<file path="config.mk">
export PLATFORM = sky130hd
export DESIGN_NAME = rgb_to_hsl_converter
export DESIGN_NICKNAME = d
export VERILOG_FILES = /design/src/sv/rgb_hsl_pkg.sv /design/src/sv/rgb_to_hsl_converter.sv
export SDC_FILE = /design/constraint.sdc
export NUM_CORES = 2
export LEC_CHECK = 0
export CORE_MARGIN = 2
export CORE_UTILIZATION = 50
export CTS_BUF_LIST = sky130_fd_sc_hd__clkbuf_2
export DETAILED_ROUTE_END_ITERATION = 12
export DONT_BUFFER_PORTS = 1
export PLACE_DENSITY = 0.76
export SLEW_MARGIN = 30
export SYNTH_ARGS = -nofsm -noshare
export SYNTH_HDL_FRONTEND = slang
export SYNTH_SLANG_ARGS = --single-unit
</file>
<file path="constraint.sdc">
create_clock -name clk -period 13.2 [get_ports clk]
set_clock_uncertainty 0.05 [all_clocks]
set_input_delay 0.66 -clock clk [delete_from_list [all_inputs] [get_ports clk]]
set_output_delay 0.66 -clock clk [all_outputs]
set_load 0.005 [all_outputs]
</file>
<file path="src/sv/rgb_hsl_pkg.sv">
// rgb_hsl_pkg: request types and fixed widths for the rgb to hsl converter
// no dependencies
package rgb_hsl_pkg;

  localparam int unsigned CHAN_W = 8;
  localparam int unsigned FIELD_W = 16;
  // divider operand widths: numerator stays below 6*255, shifted remainder below 2*1530
  localparam int unsigned DEN_W = 11;
  localparam int unsigned REM_W = 12;
  localparam int unsigned NUM_LANES = 2;
  localparam int unsigned LANE_HUE = 0;
  localparam int unsigned LANE_SAT = 1;

  // lightness: sum * 2^(FRAC_BITS-1) / 255 split into sum * whole part plus a
  // small remainder term, which is divided by 255 through a reciprocal that is
  // exact for every value below 2^LIT_W
  localparam int unsigned LIT_W = 17;
  localparam int unsigned LIT_ROUND = 127;
  localparam int unsigned LIT_RECIP = 131587;
  localparam int unsigned LIT_RECIP_W = 18;
  localparam int unsigned LIT_SHIFT = 25;

  typedef struct packed {
    logic [CHAN_W-1:0] red;
    logic [CHAN_W-1:0] green;
    logic [CHAN_W-1:0] blue;
  } pixel_rgb_t;

  typedef struct packed {
    logic [FIELD_W-1:0] hue;
    logic [FIELD_W-1:0] saturation;
    logic [FIELD_W-1:0] lightness;
  } pixel_hsl_t;

endpackage

</file>
<file path="src/sv/rgb_to_hsl_converter.sv">
// rgb_to_hsl_converter: pipelined rgb to hsl conversion, one pixel per clock while out_ready is high
// depends on rgb_hsl_pkg
//
//   channel | signals                      | payload
//   --------+------------------------------+--------------------------
//   in      | in_valid, in_ready           | rgb_hsl_pkg::pixel_rgb_t
//   out     | out_valid, out_ready         | rgb_hsl_pkg::pixel_hsl_t
//
// pipeline: one setup stage, FRAC_BITS + 2 restoring
// divider stages (one quotient bit each, hue and saturation side by side;
// lightness by reciprocal multiply in the first two, then carried along),
// one rounding stage; throughput is one request per clock while out_ready is high
// each stage moves when its successor is empty or moving, so bubbles are
// squeezed out and a stalled output still lets upstream stages fill
// reset clears the valid bits only
module rgb_to_hsl_converter #(
  parameter int unsigned FRAC_BITS = 15
) (
  input  logic                    clk,
  input  logic                    rst,
  input  logic                    in_valid,
  output logic                    in_ready,
  input  rgb_hsl_pkg::pixel_rgb_t in_data,
  output logic                    out_valid,
  input  logic                    out_ready,
  output rgb_hsl_pkg::pixel_hsl_t out_data
);

  localparam int unsigned NS = FRAC_BITS + 2;     // divider steps = quotient bits
  localparam int unsigned QB = FRAC_BITS + 2;
  localparam int unsigned LAST = NS + 1;          // rounding / output stage
  localparam int unsigned OW = (QB > rgb_hsl_pkg::FIELD_W) ? QB : rgb_hsl_pkg::FIELD_W;
  localparam int unsigned RW = rgb_hsl_pkg::REM_W;
  localparam int unsigned DW = rgb_hsl_pkg::DEN_W;
  localparam int unsigned NL = rgb_hsl_pkg::NUM_LANES;
  localparam int unsigned LW = rgb_hsl_pkg::LIT_W;
  localparam int unsigned PW = rgb_hsl_pkg::LIT_W + rgb_hsl_pkg::LIT_RECIP_W;
  // 2^(FRAC_BITS-1) = 255 * LIT_A + LIT_B
  localparam int unsigned LIT_A = (32'd1 << (FRAC_BITS - 1)) / 255;
  localparam int unsigned LIT_B = (32'd1 << (FRAC_BITS - 1)) % 255;

  // per-stage valid and handshake chain
  logic [LAST:0] valid;
  logic [LAST:0] can_load;
  logic [LAST:0] moves;

  // divider pipeline storage, stage 0 is the setup result
  logic [RW-1:0] rem [0:NS][NL];
  logic [DW-1:0] den [0:NS][NL];
  logic [QB-1:0] quo [0:NS][NL];

  // lightness path: sum at stage 0, remainder term at stage 1, value after
  logic [9:0]    lit_sum;
  logic [LW-1:0] lit_w;
  logic [QB-1:0] lit_q [1:NS];

  rgb_hsl_pkg::pixel_hsl_t result;

  // backward ready chain
  always_comb begin
    moves[LAST]    = valid[LAST] & out_ready;
    can_load[LAST] = ~valid[LAST] | moves[LAST];
    for (int k = LAST - 1; k >= 0; k--) begin
      moves[k]    = valid[k] & can_load[k+1];
      can_load[k] = ~valid[k] | moves[k];
    end
  end

  assign in_ready  = can_load[0];
  assign out_valid = valid[LAST];
  assign out_data  = result;

  always_ff @(posedge clk) begin
    if (rst) begin
      valid <= '0;
    end else begin
      if (can_load[0]) begin
        valid[0] <= in_valid;
      end
      for (int k = 1; k <= LAST; k++) begin
        if (can_load[k]) begin
          valid[k] <= valid[k-1];
        end
      end
    end
  end

  // setup: max, min, and the numerator / denominator of each fraction
  logic [8:0]  mx, mn, dlt;
  logic [9:0]  sum;
  logic signed [12:0] hnum;
  logic [RW-1:0] set_num [NL];
  logic [DW-1:0] set_den [NL];

  always_comb begin
    logic [8:0] r, g, b;
    r = {1'b0, in_data.red};
    g = {1'b0, in_data.green};
    b = {1'b0, in_data.blue};
    mx = r;
    mn = r;
    if (g > mx) mx = g;
    if (b > mx) mx = b;
    if (g < mn) mn = g;
    if (b < mn) mn = b;
    dlt = mx - mn;
    sum = {1'b0, mx} + {1'b0, mn};
    // hue numerator, red wins ties, then green
    if (r == mx) begin
      hnum = 13'(signed'({4'b0, g})) - 13'(signed'({4'b0, b}));
    end else if (g == mx) begin
      hnum = 13'(signed'({3'b0, dlt, 1'b0})) + 13'(signed'({4'b0, b}))
           - 13'(signed'({4'b0, r}));
    end else begin
      hnum = 13'(signed'({2'b0, dlt, 2'b0})) + 13'(signed'({4'b0, r}))
           - 13'(signed'({4'b0, g}));
    end
    if (hnum < 0) hnum = hnum + 13'(signed'({4'b0, dlt}) * 13'sd6);

    if (dlt == '0) begin
      // grey pixel: hue and saturation forced to zero
      set_num[rgb_hsl_pkg::LANE_HUE] = '0;
      set_den[rgb_hsl_pkg::LANE_HUE] = DW'(1);
      set_num[rgb_hsl_pkg::LANE_SAT] = '0;
      set_den[rgb_hsl_pkg::LANE_SAT] = DW'(1);
    end else begin
      set_num[rgb_hsl_pkg::LANE_HUE] = RW'(hnum);
      set_den[rgb_hsl_pkg::LANE_HUE] = DW'({2'b0, dlt} * 11'd6);
      set_num[rgb_hsl_pkg::LANE_SAT] = RW'(dlt);
      if (sum < 10'd255) begin
        set_den[rgb_hsl_pkg::LANE_SAT] = DW'(sum);
      end else begin
        set_den[rgb_hsl_pkg::LANE_SAT] = DW'(10'd510 - sum);
      end
    end
  end

  // stage 0 capture and divider stages, one quotient bit per stage
  always_ff @(posedge clk) begin
    if (can_load[0]) begin
      for (int l = 0; l < NL; l++) begin
        rem[0][l] <= set_num[l];
        den[0][l] <= set_den[l];
        quo[0][l] <= '0;
      end
    end
    for (int k = 1; k <= NS; k++) begin
      if (can_load[k]) begin
        for (int l = 0; l < NL; l++) begin
          logic [RW-1:0] t;
          // first step yields the integer bit, later steps shift first
          t = (k == 1) ? rem[k-1][l] : {rem[k-1][l][RW-2:0], 1'b0};
          den[k][l] <= den[k-1][l];
          if (t >= RW'(den[k-1][l])) begin
            rem[k][l] <= t - RW'(den[k-1][l]);
            quo[k][l] <= {quo[k-1][l][QB-2:0], 1'b1};
          end else begin
            rem[k][l] <= t;
            quo[k][l] <= {quo[k-1][l][QB-2:0], 1'b0};
          end
        end
      end
    end
  end

  // lightness = sum * LIT_A + floor((sum * LIT_B + 127) / 255), never above 1.0
  always_ff @(posedge clk) begin
    if (can_load[0]) begin
      lit_sum <= sum;
    end
    if (can_load[1]) begin
      lit_w    <= LW'(lit_sum) * LW'(LIT_B) + LW'(rgb_hsl_pkg::LIT_ROUND);
      lit_q[1] <= QB'(lit_sum) * QB'(LIT_A);
    end
    if (can_load[2]) begin
      lit_q[2] <= lit_q[1]
                + QB'((PW'(lit_w) * PW'(rgb_hsl_pkg::LIT_RECIP)) >> rgb_hsl_pkg::LIT_SHIFT);
    end
    for (int k = 3; k <= NS; k++) begin
      if (can_load[k]) begin
        lit_q[k] <= lit_q[k-1];
      end
    end
  end

  // rounding stage: half-up rounding of the extra quotient bit, clamp at 1.0
  always_ff @(posedge clk) begin
    if (can_load[LAST]) begin
      logic [QB-1:0] rq [NL];
      logic [OW-1:0] ext [NL];
      logic [OW-1:0] ext_lit;
      for (int l = 0; l < NL; l++) begin
        rq[l] = QB'(({1'b0, quo[NS][l]} + {{QB{1'b0}}, 1'b1}) >> 1);
        if (rq[l] > (QB'(1) << FRAC_BITS)) rq[l] = QB'(1) << FRAC_BITS;
        ext[l] = OW'(rq[l]);
      end
      ext_lit = OW'(lit_q[NS]);
      result.hue        <= ext[rgb_hsl_pkg::LANE_HUE][rgb_hsl_pkg::FIELD_W-1:0];
      result.saturation <= ext[rgb_hsl_pkg::LANE_SAT][rgb_hsl_pkg::FIELD_W-1:0];
      result.lightness  <= ext_lit[rgb_hsl_pkg::FIELD_W-1:0];
    end
  end

endmodule

</file>
==> results.cfg <==
[floorplanning]
rows = 137
start_util_pct = 50.3
dieWidth_um = 378
dieArea_sq_mm = 0.143
die_h_um = 378
core-area_sq_mm = 0.139
ios = 78

[synth]
ys_warn_count = 0
yosys-top-cells-count = 1382 x edfxtp_1, 745 x inv_1, 540 x ha_1, 490 x a21oi_1, 490 x nor2_1
synth_edf_count = 1382
syn_avg_cell_area_sq_um = 12.3
yosys-top-cells-area = edfxtp_1 59%, ha_1 9.6%, inv_1 4.0%
synth_area_leader_cell = edfxtp_1
synth_top_area_share_pct = 59.2
synth_cell_type_count = 91
ys_seq_area_share_pct = 59.8
ys_ff_latch = 1403
ys.flop_type = edfxtp_1
netlist_area_sq_mm = 0.0701
async_reset_ff_share_pct = 0
yosysMostFrequentCell = edfxtp_1
synthCells = 5708
synth_fp_nets = 6335

[critical_path]
crit_path_start_kind = input port
crit_path_max_incr_delay_ps = 760
worst_ep_required_time_ps = 14520
critPathKind = in2reg
worst-path-buf-inv = 10
crit_top_cell = a21oi_1
crit_path_max_fanout = 33
crit_family = buffers and inverters
end_kind = flip-flop
cpMaxStageDelayCell = dlygate4sd3_1
rrSetupSlack_ps = 7690
arrival_ps = 11000

[clocking]
cts.clk_slew.worst_paths_ps = 100
cts_made_buffers = 345
cts.repair.resized = 0
clock_sinks = 1403
htreeDepth = 5
tritoncts = yes
root_buffer = clkbuf_2
cts.path.max_buffers = 4
clock_latency_ps = 1660

[sta]
tightest_slew_ps = 1100
fin_worst_hold_slack_ps = 220
period_share_pct = 73.4
hold_violations = 0
fmax_mhz = 103
slew_violations = 0
rsz0062_at_grt = false
tns_ps = 0
fin_crit_ps = 9690
setup_viol_count_final = 0
slew_headroom_pct = 26.5

[final_layout]
nets = 6700
final_area_sq_mm = 0.0759
area_growth_pct = 8.37
final_core_util_pct = 54.5
layout-drive-gt1-share_pct = 10.9
fill_cells = 11400

[place]
dpl-instance-area_sq_mm = 0.0724
place_congestion = 0.897
hpwl_um = 93500
port_buffers = 0

[flow_run]
maxCapViolCount = 0

[grt]
overflow = 0
grt_pass1_wl_um = 207000
grt_pass1_vias = 44100
grt_usage_pct = 17.8
antenna_found_initial = 4
grt_max_degree = 85

[drt]
drt_iter0_drc = 2133
wl_per_cell_um = 15.4
drt-pass1-iter-count = 6
drc_errors = 0
postRouteAntennaNets = 0
routed_via_density = 5.22
num_vias = 42700
totalWireLength_um = 126000

[worst_hold_path]
hold_path_class = in2reg

[status]
status = finished clean
layer usage:
layer / GRT usage, % / vias to the layer above / part of all wire, %
li1: - / 21400 / -
met1: 18.7 / 20200 / 39
met2: 33.7 / 863 / 54
met3: 3.60 / 269 / 3.9
met4: 8.62 / 4 / 3.7
met5: 0 / - / 0.025
tightest hold or removal path, delay by kind of cell:
| kind | cells | cell delay, ps |
|---|---|---|
| xor gates and xnor gates | 1 | 250 |
| adders and majority gates | 1 | 190 |
| muxes | 1 | 180 |
| buffers and inverters | 1 | 130 |
| AOI/OAI and AO/OA | 2 | 120 |
| and+or+nand+nor | 1 | 110 |
layout by cell type (no fill, tap or decap), types with 17 or more instances in the layout:
cell type	synthesis	layout
edfxtp_1	1382	1382
inv_1	745	730
ha_1	540	540
clkbuf_2	0	495
a21oi_1	490	490
nor2_1	490	489
nand2_1	318	315
o21ai_0	257	255
xnor2_1	230	230
a21boi_0	127	127
nor2b_1	124	124
nor3_1	87	86
xor2_1	72	72
nand3_1	68	67
a21o_1	64	64
mux2_2	62	62
dlygate4sd3_1	0	62
fa_1	59	59
nand4_1	56	56
clkinv_1	1	54
mux2i_1	34	34
buf_4	4	33
nand2b_1	27	27
and2_1	26	26
clkinv_2	0	22
o21a_1	22	22
and4b_1	22	22
o31ai_1	21	21
dfxtp_1	21	21
inv_2	1	19
nor4_1	19	19
or4_1	18	18
o21bai_1	17	17
flip-flops by register name (all words and copies together) (netlist names):
| signal | flops |
|---|---|
| lit_w | 10 |
| lit_q | 265 |
| out_data | 48 |
| rem | 372 |
| lit_sum | 9 |
| den | 374 |
| valid | 19 |
| quo | 306 |
final timing paths:
check	startpoint	end	cells after the start
worst min-delay path	in_data[6]	den[0][7]	7
worst max-delay path	in_data[10]	rem[0][20]	41
worst min register to register	lit_q[8][13]	lit_q[9][13]	0
worst max register to register	lit_w[9]	lit_q[2][13]	21
logic make-up after synthesis:
kind of cell / Yosys count / share of synthesized area [%]
adder cells (fa/ha/maj): 599 / 11.3
flip-flops: 1403 / 59.8
multiplexers: 96 / 1.48
buffers and inverters: 829 / 4.59
AND/OR/NAND/NOR: 1325 / 8.95
XOR/XNOR: 302 / 3.77
AO/OA/AOI/OAI: 1154 / 10.1
stage by stage:
| stage | worst slack, ps | instances |
|---|---|---|
| global route | 2910 | 8183 |
| floorplan | 4450 | 5708 |
| detailed placement | 2940 | 7538 |
| CTS | 3780 | 8179 |
| finish | 3510 | 8185 |
| global placement | 2630 | 7537 |
final cells by class:
type / count / area, sq um / area share, %
Antenna cell: 4 / 10.0 / 0.0132
Clock buffer: 495 / 2480 / 3.26
Clock inverter: 84 / 427 / 0.562
Inverter: 748 / 2820 / 3.71
Multi-Input combinational cell: 3476 / 25000 / 32.9
Sequential cell: 1403 / 41900 / 55.2
Tap cell: 1876 / 2350 / 3.09
Timing Repair Buffer: 99 / 931 / 1.23
repair_timing:
action | in CTS | in global routing
setup buffers | 0 | 0
hold buffers | 62 | 0
endpoints found under the hold margin | 194 | 0
Power is not shown: default switching activity piles up to over one toggle a cycle in this logic, so the estimate is an artifact.
